==> src/design/median_radius_point_filter_assert.svh <==
// Assertion macros shared by the median radius point filter RTL.
`ifndef MEDIAN_RADIUS_POINT_FILTER_ASSERT_SVH
`define MEDIAN_RADIUS_POINT_FILTER_ASSERT_SVH
// Same-cycle implication, checked outside reset.
`define MRPF_ASSERT_IMP(label, ante, cons, msg) \
    label: assert property (@(posedge clk) disable iff (!rst_n) (ante) |-> (cons)) \
        else $error(msg);
// Next-cycle implication, checked outside reset.
`define MRPF_ASSERT_NXT(label, ante, cons, msg) \
    label: assert property (@(posedge clk) disable iff (!rst_n) (ante) |=> (cons)) \
        else $error(msg);
`endif

==> src/design/mrpf_pkg.sv <==
// Shared types and constants of the median radius point filter.
package mrpf_pkg;
    localparam int MAX_POINTS_DEF = 64;
    localparam int COORD_BITS_DEF = 12;
    localparam int RADIUS_W = 12;
    localparam logic [RADIUS_W-1:0] RADIUS_RESET = 12'd250;
    localparam logic REG_KEEP_RADIUS = 1'b0;

    typedef enum logic [3:0] {
        ST_IDLE,
        ST_R2,
        ST_MC,
        ST_ML,
        ST_MJ,
        ST_MA,
        ST_MD,
        ST_FR,
        ST_FD,
        ST_FS,
        ST_FC,
        ST_OUT
    } state_t;

    typedef struct packed {
        logic store;
        logic r2_load;
        logic clr_i;
        logic inc_i;
        logic clr_j;
        logic inc_j;
        logic rd_sel_j;
        logic med_start;
        logic cand_load;
        logic med_acc;
        logic med_check;
        logic abs_load;
        logic sq_load;
        logic mark_keep;
        logic clr_any;
        logic out_load;
        logic out_none;
        logic clear_run;
    } cmd_t;

    typedef struct packed {
        logic i_last;
        logic j_last;
        logic keep;
        logic any_keep;
        logic is_last_keep;
        logic out_last;
    } stat_t;
endpackage

==> src/design/mrpf_datapath.sv <==
// Datapath: point store, median counting, distance test and result register.
module mrpf_datapath #(
    parameter int MAX_POINTS = mrpf_pkg::MAX_POINTS_DEF,
    parameter int COORD_BITS = mrpf_pkg::COORD_BITS_DEF
) (
    input  logic                          clk,
    input  logic                          rst_n,
    input  mrpf_pkg::cmd_t                cmd,
    output mrpf_pkg::stat_t               stat,
    input  logic [COORD_BITS-1:0]         point_x,
    input  logic [COORD_BITS-1:0]         point_y,
    input  logic [mrpf_pkg::RADIUS_W-1:0] keep_radius,
    output logic [COORD_BITS-1:0]         kept_x,
    output logic [COORD_BITS-1:0]         kept_y,
    output logic                          kept_valid,
    output logic [COORD_BITS-1:0]         center_x,
    output logic [COORD_BITS-1:0]         center_y,
    output logic                          overflowed,
    output logic                          run_end
);
    import mrpf_pkg::*;

    localparam int IDX_W = (MAX_POINTS > 1) ? $clog2(MAX_POINTS) : 1;
    localparam int CNT_W = $clog2(MAX_POINTS + 1);
    localparam int SQ_W  = 2 * COORD_BITS;
    localparam int R2_W  = 2 * RADIUS_W;
    localparam int DW    = ((SQ_W + 1) > R2_W) ? (SQ_W + 1) : R2_W;

    logic [COORD_BITS-1:0] mem_x [MAX_POINTS];
    logic [COORD_BITS-1:0] mem_y [MAX_POINTS];

    logic [CNT_W-1:0]      count_reg;
    logic                  ovf_reg;
    logic [IDX_W-1:0]      i_reg, j_reg, last_idx_reg;
    logic                  any_reg;
    logic [COORD_BITS-1:0] rd_x_reg, rd_y_reg, cand_x_reg, cand_y_reg;
    logic [COORD_BITS-1:0] med_x_reg, med_y_reg, dx_reg, dy_reg;
    logic [CNT_W-1:0]      less_x_reg, le_x_reg, less_y_reg, le_y_reg;
    logic [SQ_W-1:0]       sqx_reg, sqy_reg;
    logic [R2_W-1:0]       r2_reg;
    logic [IDX_W-1:0]      rd_addr;
    logic [CNT_W-1:0]      half;
    logic [DW-1:0]         dist_sum;

    assign rd_addr  = cmd.rd_sel_j ? j_reg : i_reg;
    assign half     = count_reg >> 1;
    assign dist_sum = DW'(sqx_reg) + DW'(sqy_reg);

    assign stat.i_last       = (CNT_W'(i_reg) + CNT_W'(1)) == count_reg;
    assign stat.j_last       = (CNT_W'(j_reg) + CNT_W'(1)) == count_reg;
    assign stat.keep         = dist_sum < DW'(r2_reg);
    assign stat.any_keep     = any_reg;
    assign stat.is_last_keep = i_reg == last_idx_reg;
    assign stat.out_last     = run_end;

    // store write port and registered read port
    always_ff @(posedge clk)
    begin
        if (cmd.store && (count_reg < CNT_W'(MAX_POINTS)))
        begin
            mem_x[count_reg[IDX_W-1:0]] <= point_x;
            mem_y[count_reg[IDX_W-1:0]] <= point_y;
        end
        rd_x_reg <= mem_x[rd_addr];
        rd_y_reg <= mem_y[rd_addr];
    end

    always_ff @(posedge clk or negedge rst_n)
    begin
        if (!rst_n)
        begin
            count_reg <= '0;
            ovf_reg   <= 1'b0;
            i_reg     <= '0;
            j_reg     <= '0;
            any_reg   <= 1'b0;
        end
        else
        begin
            if (cmd.store)
            begin
                if (count_reg < CNT_W'(MAX_POINTS))
                    count_reg <= count_reg + CNT_W'(1);
                else
                    ovf_reg <= 1'b1;
            end
            if (cmd.clear_run)
            begin
                count_reg <= '0;
                ovf_reg   <= 1'b0;
            end
            if (cmd.clr_i)
                i_reg <= '0;
            else if (cmd.inc_i)
                i_reg <= i_reg + IDX_W'(1);
            if (cmd.clr_j)
                j_reg <= '0;
            else if (cmd.inc_j)
                j_reg <= j_reg + IDX_W'(1);
            if (cmd.clr_any)
                any_reg <= 1'b0;
            else if (cmd.mark_keep && stat.keep)
                any_reg <= 1'b1;
        end
    end

    // median by rank counting, distance pipeline, result register
    always_ff @(posedge clk)
    begin
        if (cmd.r2_load)
            r2_reg <= R2_W'(keep_radius) * R2_W'(keep_radius);
        if (cmd.cand_load)
        begin
            cand_x_reg <= rd_x_reg;
            cand_y_reg <= rd_y_reg;
        end
        if (cmd.med_start)
        begin
            less_x_reg <= '0;
            le_x_reg   <= '0;
            less_y_reg <= '0;
            le_y_reg   <= '0;
        end
        else if (cmd.med_acc)
        begin
            if (rd_x_reg < cand_x_reg)
                less_x_reg <= less_x_reg + CNT_W'(1);
            if (rd_x_reg <= cand_x_reg)
                le_x_reg <= le_x_reg + CNT_W'(1);
            if (rd_y_reg < cand_y_reg)
                less_y_reg <= less_y_reg + CNT_W'(1);
            if (rd_y_reg <= cand_y_reg)
                le_y_reg <= le_y_reg + CNT_W'(1);
        end
        if (cmd.med_check)
        begin
            if ((less_x_reg <= half) && (le_x_reg > half))
                med_x_reg <= cand_x_reg;
            if ((less_y_reg <= half) && (le_y_reg > half))
                med_y_reg <= cand_y_reg;
        end
        if (cmd.abs_load)
        begin
            dx_reg <= (rd_x_reg >= med_x_reg) ? rd_x_reg - med_x_reg : med_x_reg - rd_x_reg;
            dy_reg <= (rd_y_reg >= med_y_reg) ? rd_y_reg - med_y_reg : med_y_reg - rd_y_reg;
        end
        if (cmd.sq_load)
        begin
            sqx_reg <= SQ_W'(dx_reg) * SQ_W'(dx_reg);
            sqy_reg <= SQ_W'(dy_reg) * SQ_W'(dy_reg);
        end
        if (cmd.mark_keep && stat.keep)
            last_idx_reg <= i_reg;
        if (cmd.out_load)
        begin
            kept_x     <= cmd.out_none ? '0 : rd_x_reg;
            kept_y     <= cmd.out_none ? '0 : rd_y_reg;
            kept_valid <= !cmd.out_none;
            center_x   <= med_x_reg;
            center_y   <= med_y_reg;
            overflowed <= ovf_reg;
            run_end    <= cmd.out_none ? 1'b1 : stat.is_last_keep;
        end
    end
endmodule

==> src/design/mrpf_ctrl.sv <==
// Controller state machine: load, median search, two filter passes, output.
module mrpf_ctrl (
    input  logic            clk,
    input  logic            rst_n,
    input  logic            in_valid,
    input  logic            final_point,
    output logic            in_stall,
    output logic            out_valid,
    input  logic            out_stall,
    input  mrpf_pkg::stat_t stat,
    output mrpf_pkg::cmd_t  cmd
);
    import mrpf_pkg::*;

    state_t state_reg, state_next;
    logic   pass_reg, pass_next;

    always_ff @(posedge clk or negedge rst_n)
    begin
        if (!rst_n)
        begin
            state_reg <= ST_IDLE;
            pass_reg  <= 1'b0;
        end
        else
        begin
            state_reg <= state_next;
            pass_reg  <= pass_next;
        end
    end

    always_comb
    begin
        state_next = state_reg;
        pass_next  = pass_reg;
        case (state_reg)
            ST_IDLE: if (in_valid && final_point) state_next = ST_R2;
            ST_R2:   state_next = ST_MC;
            ST_MC:   state_next = ST_ML;
            ST_ML:   state_next = ST_MJ;
            ST_MJ:   state_next = ST_MA;
            ST_MA:   state_next = stat.j_last ? ST_MD : ST_MJ;
            ST_MD:
            begin
                state_next = ST_MC;
                if (stat.i_last)
                begin
                    state_next = ST_FR;
                    pass_next  = 1'b0;
                end
            end
            ST_FR:   state_next = ST_FD;
            ST_FD:   state_next = ST_FS;
            ST_FS:   state_next = ST_FC;
            ST_FC:
            begin
                if (!pass_reg)
                begin
                    if (stat.i_last)
                    begin
                        pass_next  = 1'b1;
                        state_next = (stat.any_keep || stat.keep) ? ST_FR : ST_OUT;
                    end
                    else
                        state_next = ST_FR;
                end
                else if (stat.keep)
                    state_next = ST_OUT;
                else
                    state_next = stat.i_last ? ST_IDLE : ST_FR;
            end
            ST_OUT:
                if (!out_stall)
                    state_next = stat.out_last ? ST_IDLE : ST_FR;
            default: state_next = ST_IDLE;
        endcase
    end

    always_comb
    begin
        cmd       = '0;
        in_stall  = 1'b1;
        out_valid = 1'b0;
        case (state_reg)
            ST_IDLE:
            begin
                in_stall  = 1'b0;
                cmd.store = in_valid;
            end
            ST_R2:
            begin
                cmd.r2_load = 1'b1;
                cmd.clr_i   = 1'b1;
            end
            ST_MC:
            begin
                cmd.clr_j     = 1'b1;
                cmd.med_start = 1'b1;
            end
            ST_ML:   cmd.cand_load = 1'b1;
            ST_MJ:   cmd.rd_sel_j = 1'b1;
            ST_MA:
            begin
                cmd.med_acc = 1'b1;
                cmd.inc_j   = 1'b1;
            end
            ST_MD:
            begin
                cmd.med_check = 1'b1;
                cmd.clr_i     = stat.i_last;
                cmd.inc_i     = 1'b1;
                cmd.clr_any   = 1'b1;
            end
            ST_FR:   ;
            ST_FD:   cmd.abs_load = 1'b1;
            ST_FS:   cmd.sq_load = 1'b1;
            ST_FC:
            begin
                if (!pass_reg)
                begin
                    cmd.mark_keep = 1'b1;
                    cmd.clr_i     = stat.i_last;
                    cmd.inc_i     = 1'b1;
                    if (stat.i_last && !(stat.any_keep || stat.keep))
                    begin
                        cmd.out_load = 1'b1;
                        cmd.out_none = 1'b1;
                    end
                end
                else if (stat.keep)
                    cmd.out_load = 1'b1;
                else
                begin
                    cmd.inc_i     = 1'b1;
                    cmd.clear_run = stat.i_last;
                end
            end
            ST_OUT:
            begin
                out_valid = 1'b1;
                if (!out_stall)
                begin
                    cmd.inc_i     = 1'b1;
                    cmd.clear_run = stat.out_last;
                end
            end
            default: ;
        endcase
    end
endmodule

==> src/design/median_radius_point_filter.sv <==
// Top level of the median radius point filter with its register port.
// Usage:
//  Input channel (in_valid/in_stall) carries one point per beat; final_point
//  closes the set. Points load at one beat per cycle while the block is idle.
//  Points past the store depth are dropped and reported as overflowed.
//  After the final beat in_stall rises and the block finds median x and y by
//  rank counting over the store, one memory read port, each stored point
//  a candidate against all. Then two filter passes run, per point (read,
//  abs difference, squares, compare): the first finds the last survivor,
//  the second emits. Output channel (out_valid/out_stall) gives each kept
//  point in input order, with the medians, overflow and run_end on the last
//  beat. With no survivor one beat with kept_valid low is given. A stalled
//  result simply holds; the walk resumes when it is taken. in_stall drops
//  once the run is done. keep_radius must be written over the APB port at
//  byte address 0 only while idle; the block does not enforce it. Reset
//  empties the store count, clears overflow, radius returns to 250.
module median_radius_point_filter #(
    parameter int MAX_POINTS = mrpf_pkg::MAX_POINTS_DEF,
    parameter int COORD_BITS = mrpf_pkg::COORD_BITS_DEF
) (
    input  logic                  clk,
    input  logic                  rst_n,
    input  logic                  psel,
    input  logic                  penable,
    input  logic                  pwrite,
    input  logic [2:0]            paddr,
    input  logic [31:0]           pwdata,
    output logic [31:0]           prdata,
    output logic                  pready,
    input  logic                  in_valid,
    output logic                  in_stall,
    input  logic [COORD_BITS-1:0] point_x,
    input  logic [COORD_BITS-1:0] point_y,
    input  logic                  final_point,
    output logic                  out_valid,
    input  logic                  out_stall,
    output logic [COORD_BITS-1:0] kept_x,
    output logic [COORD_BITS-1:0] kept_y,
    output logic                  kept_valid,
    output logic [COORD_BITS-1:0] center_x,
    output logic [COORD_BITS-1:0] center_y,
    output logic                  overflowed,
    output logic                  run_end
);
    import mrpf_pkg::*;
    `include "median_radius_point_filter_assert.svh"

    logic [RADIUS_W-1:0] keep_radius_reg;
    cmd_t                cmd;
    stat_t               stat;

    assign pready = 1'b1;
    assign prdata = (paddr[2] == REG_KEEP_RADIUS) ? 32'(keep_radius_reg) : 32'd0;

    // register write lands in the access phase
    always_ff @(posedge clk or negedge rst_n)
    begin
        if (!rst_n)
            keep_radius_reg <= RADIUS_RESET;
        else if (psel && penable && pwrite && pready && (paddr[2] == REG_KEEP_RADIUS))
            keep_radius_reg <= pwdata[RADIUS_W-1:0];
    end

    mrpf_ctrl u_ctrl (
        .clk         (clk),
        .rst_n       (rst_n),
        .in_valid    (in_valid),
        .final_point (final_point),
        .in_stall    (in_stall),
        .out_valid   (out_valid),
        .out_stall   (out_stall),
        .stat        (stat),
        .cmd         (cmd)
    );

    mrpf_datapath #(
        .MAX_POINTS (MAX_POINTS),
        .COORD_BITS (COORD_BITS)
    ) u_dp (
        .clk         (clk),
        .rst_n       (rst_n),
        .cmd         (cmd),
        .stat        (stat),
        .point_x     (point_x),
        .point_y     (point_y),
        .keep_radius (keep_radius_reg),
        .kept_x      (kept_x),
        .kept_y      (kept_y),
        .kept_valid  (kept_valid),
        .center_x    (center_x),
        .center_y    (center_y),
        .overflowed  (overflowed),
        .run_end     (run_end)
    );

    // input is closed while any result of the run is pending
    `MRPF_ASSERT_IMP(a_out_blocks_in, out_valid, in_stall, "input open during output")
    // the final beat closes the input channel
    `MRPF_ASSERT_NXT(a_final_closes, in_valid && !in_stall && final_point, in_stall,
        "input open after final point")
    // the last beat of a run ends output
    `MRPF_ASSERT_NXT(a_run_end_done, out_valid && !out_stall && run_end, !out_valid,
        "output continued after run end")
endmodule

==> config.mk <==
export PLATFORM = sky130hd
export DESIGN_NAME = median_radius_point_filter
export DESIGN_NICKNAME = d
export VERILOG_FILES = /design/src/design/mrpf_pkg.sv /design/src/design/mrpf_datapath.sv /design/src/design/mrpf_ctrl.sv /design/src/design/median_radius_point_filter.sv
export VERILOG_INCLUDE_DIRS = /design/src /design/src/design
export SDC_FILE = /design/constraint.sdc
export NUM_CORES = 2
export LEC_CHECK = 0
export ABC_AREA = 1
export BUFFER_PORTS_ARGS = -buffer_cell sky130_fd_sc_hd__buf_2
export CAP_MARGIN = 25
export CORE_ASPECT_RATIO = 1.1
export CORE_MARGIN = 2
export CORE_UTILIZATION = 47
export DETAILED_ROUTE_END_ITERATION = 10
export PLACE_DENSITY = 0.6
export SLEW_MARGIN = 40
export SYNTH_ARGS = -nofsm -noshare
export SYNTH_HDL_FRONTEND = slang
export SYNTH_SLANG_ARGS = --single-unit
==> constraint.sdc <==
create_clock -name clk -period 5.83 [get_ports clk]
set_input_delay 0.2915 -clock clk [delete_from_list [all_inputs] [get_ports clk]]
set_output_delay 0.2915 -clock clk [all_outputs]
set_load 0.01 [all_outputs]
Word-level counts from Yosys, hierarchy flattened
Memories as Yosys holds them, arrays and structs flattened. A register that Yosys moved wholly into a read port is not among the register bits.
Cells that the tools add are included.
{"block": "word_totals", "ramBits": 1536, "n_memories": 2, "ff_bits": 267, "inputBits": 67}
{"block": "classes", "reduce_logical": 29, "n_lt_le_gt_ge": 12, "bitwise": 1, "add_sub_neg": 14, "eq_ne": 18, "mux": 61, "multipliers": 3}
{"name": "u_dp.mem_x", "words": 64, "width": 12, "read_ports": 1, "rd_clocked_by_memory_dff": 1, "wr": 1, "line": "mrpf_datapath.sv:29", "source": "logic [COORD_BITS-1:0] mem_x [MAX_POINTS];"}
{"name": "u_dp.mem_y", "words": 64, "width": 12, "read_ports": 1, "rd_clocked_by_memory_dff": 1, "wr": 1, "line": "mrpf_datapath.sv:30", "source": "logic [COORD_BITS-1:0] mem_y [MAX_POINTS];"}
{"op": "$mul 12x12->24", "count": 3}
{"op": "$pmux 4 s12", "count": 1}
{"op": "$sub 12x12->12", "count": 4}
{"op": "$mux 12", "count": 3}
{"op": "$add 7x1->7 const B", "count": 5}
{"op": "$mux 1", "count": 33}
{"op": "$mux 6", "count": 5}
{"op": "$add 24x24->25", "count": 1}
{"op": "$lt 25x24->1", "count": 1}
{"op": "$ge 12x12->1", "count": 2}
{"op": "$le 12x12->1", "count": 2}
{"op": "$lt 12x12->1", "count": 2}
{"op": "$mux 4", "count": 6}
{"op": "$mux 7", "count": 3}
{"op": "$reduce_and 2->1", "count": 10}
{"op": "$eq 4x3->1 const B", "count": 4}
{"op": "$eq 4x4->1 const B", "count": 4}
{"op": "$add 6x1->7 const B", "count": 2}
{"op": "$eq 7x7->1", "count": 2}
{"op": "$gt 7x6->1", "count": 2}
{"op": "$le 7x6->1", "count": 2}
{"op": "$add 6x1->6 const B", "count": 2}
{"op": "$reduce_bool 2->1", "count": 6}
{"op": "$logic_and 1x1->1", "count": 9}
{"op": "14 further kinds", "count": 24}

Longest topological paths before layout
{"block": "depth", "depth_word": 9, "depth_mapped": 24, "mapped_depth_nobuf": 24}

Cells and area by module
From an unflattened synthesis, not the netlist that was laid out.
{"block": "unflattened", "hier_cells": 7767, "area_unflattened_um2": 88944.1}
{"mod": "mrpf_datapath", "area_each_um2": 87642.8, "seq_area_each_um2": 53636.4, "cells_each": 7573, "instances": 1}
{"mod": "median_radius_point_filter", "area_each_um2": 770.7, "seq_area_each_um2": 307.8, "cells_each": 104, "instances": 1}
{"mod": "mrpf_ctrl", "area_each_um2": 530.5, "seq_area_each_um2": 125.1, "cells_each": 90, "instances": 1}

Worst setup path after synthesis
OpenSTA, ideal clock, no wires.
{"block": "synth_timing", "path_kind": "reg-to-reg", "from": "register keep_radius_reg[5]", "to": "register u_dp.r2_reg[19], data pin", "arrival_time_ns": 4.915, "slack_ns": 0.657, "required_ns": 5.572, "path_buffers": 1, "stages_incl_launch_ff": 20, "cell_sequence": "dfstp_2 > clkbuf_1 > nand2_1 > fa_1 > inv_1 > fa_1 > inv_1 > fa_1 > inv_1 > fa_1 > fa_1 > ha_1 > nand2_1 > nor2_1 > inv_1 > o21bai_1 > a21oi_1 > o21ai_0 > a21oi_1 > xnor2_1"}
{"block": "synth_via", "elab_chain_len": 1}
{"element": "start, declared", "line": "median_radius_point_filter.sv:48", "source": "logic [RADIUS_W-1:0] keep_radius_reg;"}
{"element": "start signal, assigned", "line": "median_radius_point_filter.sv:61", "source": "keep_radius_reg <= pwdata[RADIUS_W-1:0];"}
{"element": "$mul 12x12->24", "line": "mrpf_datapath.sv:111", "source": "r2_reg <= R2_W'(keep_radius) * R2_W'(keep_radius);"}
{"element": "end signal, assigned", "line": "mrpf_datapath.sv:111"}
{"element": "end, declared", "line": "mrpf_datapath.sv:40", "source": "logic [R2_W-1:0] r2_reg;"}
Every way passes these cells.
A chain may end at the register's enable or synchronous reset.

Final worst setup path
{"block": "layout_timing", "from": "register u_dp.dy_reg[5]", "to": "register u_dp.sqy_reg[18], data pin"}
{"block": "layout_via", "elab_chain_len": 1}
{"element": "start, declared", "line": "mrpf_datapath.sv:37", "source": "logic [COORD_BITS-1:0] med_x_reg, med_y_reg, dx_reg, dy_reg;"}
{"element": "start signal, assigned", "line": "mrpf_datapath.sv:145", "source": "dy_reg <= (rd_y_reg >= med_y_reg) ? rd_y_reg - med_y_reg : med_y_reg - rd_y_reg;"}
{"element": "$mul 12x12->24", "line": "mrpf_datapath.sv:150", "source": "sqy_reg <= SQ_W'(dy_reg) * SQ_W'(dy_reg);"}
{"element": "end signal, assigned", "line": "mrpf_datapath.sv:150"}
{"element": "end, declared", "line": "mrpf_datapath.sv:39", "source": "logic [SQ_W-1:0] sqx_reg, sqy_reg;"}
Every way passes these cells.

==> impl_metrics.py <==
metrics = {
    "outcome": {
        "status": "finished, final reports clean",
    },
    "detailed_routing": {
        "wire_per_inst_um": 22.6,
        "viasPerCell": 5.59,
        "antenna_left": 0,
        "first_pass_iters": 6,
        "vias": 57500,
        "first_iter_violations": 5394,
        "totalWireLength_um": 232000,
        "drcViolationCount": 0,
    },
    "floorplan": {
        "die_y_um": 460,
        "die_width_um": 418,
        "dieArea_sq_mm": 0.192,
        "num_rows": 167,
        "fp.coreArea_sq_mm": 0.188,
        "start_util_pct": 47.2,
        "io_pins": 153,
    },
    "global_routing": {
        "antenna_found_initial": 4,
        "grt_overflow_total": 0,
        "grt_usage_pct": 24.0,
        "grt_max_degree": 133,
        "grt_pass1_vias": 56600,
        "grt_pass1_wl_um": 348000,
    },
    "sta": {
        "tightestPinTransition_ns": 0.884,
        "max_freq_ghz": 0.185,
        "relSlewSlack_pct": 41.1,
        "post-route-period-util_pct": 92.9,
        "setup_tns_ns": 0,
        "slew_viol_final": 0,
        "finalSetupViolCount": 0,
        "final.setup_skew_ns": 0.0642,
        "fin_crit_ns": 5.41,
        "rsz0062_at_grt": "false",
        "finalHoldViolCount": 0,
    },
    "layout": {
        "syn_to_final_growth_pct": 11.0,
        "drive_gt1_share_pct": 10.3,
        "nNetsFinal": 8296,
        "instances_no_fill": 10300,
    },
    "logic_synthesis": {
        "synth.avg_cell_area_sq_um": 11.7,
        "synthCells": 7571,
        "synth_edf_count": 1734,
        "ys_types": 60,
        "yosysSeqAreaShare_pct": 60.9,
        "synth_top_area_share_pct": 58.6,
        "netlist_top_cells_count": "edfxtp_1 (1734), inv_1 (945), nand2_1 (772)",
        "synth_seq_cells": 1824,
        "yosys.area.top_type": "edfxtp_1",
        "ys_top_cells_by_area": "edfxtp_1 (59%), fa_1 (5.4%), ha_1 (4.4%)",
        "synth_most_common_cell": "edfxtp_1",
        "synth_flop_cell": "edfxtp_1",
        "synth_area_sq_mm": 0.0888,
        "synth_warnings": 0,
        "async_reset_ff_share_pct": 2.08,
    },
    "worst_setup_path": {
        "worst-path-stages": 20,
        "crit_chain": "nand2_1 > fa_1 > inv_1 > ha_1 > a21o_1 > fa_1 > fa_1 > inv_1 > fa_1 > inv_1 > ha_1 > nand2_1 > nor2_1 > nand2_1 > o211ai_1 > a31oi_1 > o21ai_0 > nand2_1 > nand3_1 > nand2_1",
        "critPathLaunch": "u_dp.dy_reg[5]",
        "critPathSlowestCell": "edfxtp_1",
        "r2r_cells": 20,
        "crit_required_ns": 6.37,
        "end_kind": "flip-flop",
        "rr_startpoint": "u_dp.dy_reg[5]",
        "cpMostUsedCell": "nand2_1",
        "crit_path_start_kind": "flip-flop",
        "rrSetupSlack_ns": 0.42,
        "r2r-end": "u_dp.sqy_reg[18]",
        "critPathMaxFanout": 12,
        "critPathBufInv": 3,
        "critPathTopFamily": "adder cells",
        "arrival_ns": 5.96,
        "slowest_delay_ns": 0.69,
        "path_class": "reg -> reg",
        "critPathCapture": "u_dp.sqy_reg[18]",
    },
    "cts": {
        "clk_pin_slew_ns": 0.07,
        "insertion_delay_ns": 0.85,
        "clockBufferDepth": 3,
        "clkSinkCount": 1824,
        "cts_max_level": 4,
        "cts_buffers": 189,
        "clockRootBuffer": "clkbuf_16",
        "cts_tree": "built",
    },
    "power": {
        "power_frac_clock_pct": 21.2,
        "internal_power_w": 0.0325,
        "p_seq_share_pct": 30.2,
        "pwr-share-comb_pct": 48.6,
        "power.switching_w": 0.0226,
        "p_per_area_mw_per_mm2": 558,
        "p_leak_nw": 37.8,
        "switching_share_pct": 41.0,
        "max-vdd-ir-drop_uv": 1700,
    },
    "placed_design": {
        "dpl.cell_count": 9910,
        "port_buffers": 109,
        "place_congestion": 0.880,
        "dp_hpwl_um": 137000,
    },
    "worst_hold_path": {
        "hold_class": "in -> async",
    },
    "job": {
        "maxCapViolations": 0,
    },
}
==> cell families (layout without fill, tap and decap cells) <==
logic type / Yosys count / in the layout / share of synthesized area [%]
simple gates: 1957 / 1957 / 9.40
flops: 1824 / 1824 / 60.9
compound gates: 1721 / 1721 / 12.1
buf+inv: 1365 / 1605 / 6.35
fa+ha+maj: 553 / 553 / 9.81
xor+xnor: 141 / 141 / 1.39
mux: 8 / 8 / 0.0902
other cells: 2 / 24 / 0.00846
==> placed cells by master (no fill, tap or decap), types with 109 or more instances in the layout <==
master and instances:
o21ai_1 189, nor2_1 508, o21bai_1 128, buf_2 109, edfxtp_1 1734, a21oi_1 198
o21ai_0 607, nand3_1 431, inv_1 943, nand2_1 771, o211ai_1 474, buf_4 151
clkbuf_16 190, ha_1 314, fa_1 239
==> through the flow <==
stage / instance area (sq um) / worst slack, ns / power, W / hold slack (ns) / util [%]
floorplan: 88900 / 0.657 / 0.0366 / -0.00409 / -
global placement: 92200 / 0.474 / 0.0433 / 0.425 / 49.0
detailed placement: 92300 / 0.425 / 0.0435 / 0.430 / 49.1
CTS: 98500 / 0.406 / 0.0553 / 0.0318 / 52.4
global route: 98600 / 0.0246 / 0.0596 / 0.127 / 52.4
finish: 98600 / 0.415 / 0.0550 / 0.104 / 52.4
==> metal layers <==
layer	vias to the layer above	wire length [um]	track usage, %
li1	26800	-	-
met1	28600	97900	32.4
met2	1871	112000	39.9
met3	313	16100	3.70
met4	2	6560	7.57
met5	-	13	0
==> how the worst min path moves through the flow <==
stage	startpoint	endpoint	cells past startpoint
after detailed placement	rst_n	keep_radius_reg[2]	2
after global placement	rst_n	keep_radius_reg[11]	2
after global routing	rst_n	u_ctrl.state_reg[3]	3
after CTS	pwrite	keep_radius_reg[1]	3
after floorplan	rst_n	keep_radius_reg[0]	0
final	rst_n	u_ctrl.state_reg[3]	3
==> what timing repair did <==
item	CTS	global route
endpoints found under the setup margin	0	2
resized for setup	0	1
hold buffers	18	1
buffers inserted	0	3
endpoints found under the hold margin	58	16
==> final cells by class <==
cell class / instances / area (sq um)
Timing Repair Buffer: 306 / 2430
Antenna cell: 3 / 7.51
Multi-Input combinational cell: 4401 / 29400
Tap cell: 2450 / 3070
Inverter: 954 / 3600
Clock buffer: 233 / 4960
Clock inverter: 112 / 1020
Sequential cell: 1824 / 54100
Fill cell: 16200 / 89500
==> worst reg2reg max path, cell delays in order, from the launching register on <==
cell      delay, ns
edfxtp_1       0.69
nand2_1        0.24
fa_1           0.63
inv_1          0.05
ha_1           0.26
a21o_1         0.19
fa_1           0.50
fa_1           0.54
inv_1          0.05
fa_1           0.47
inv_1          0.04
ha_1           0.33
nand2_1        0.11
nor2_1         0.19
nand2_1        0.08
o211ai_1       0.12
a31oi_1        0.10
o21ai_0        0.29
nand2_1        0.11
nand3_1        0.08
nand2_1        0.05
==> power by group through the flow <==
stage	clock network [W]	logic [W]	registers, W
after floorplan	0	0.0200	0.0166
after global placement	0	0.0264	0.0169
after detailed placement	0	0.0267	0.0169
after CTS	0.0119	0.0269	0.0166
after global routing	0.0124	0.0306	0.0166
final	0.0117	0.0268	0.0166
Note: power is estimated with default switching activity, not from simulation.
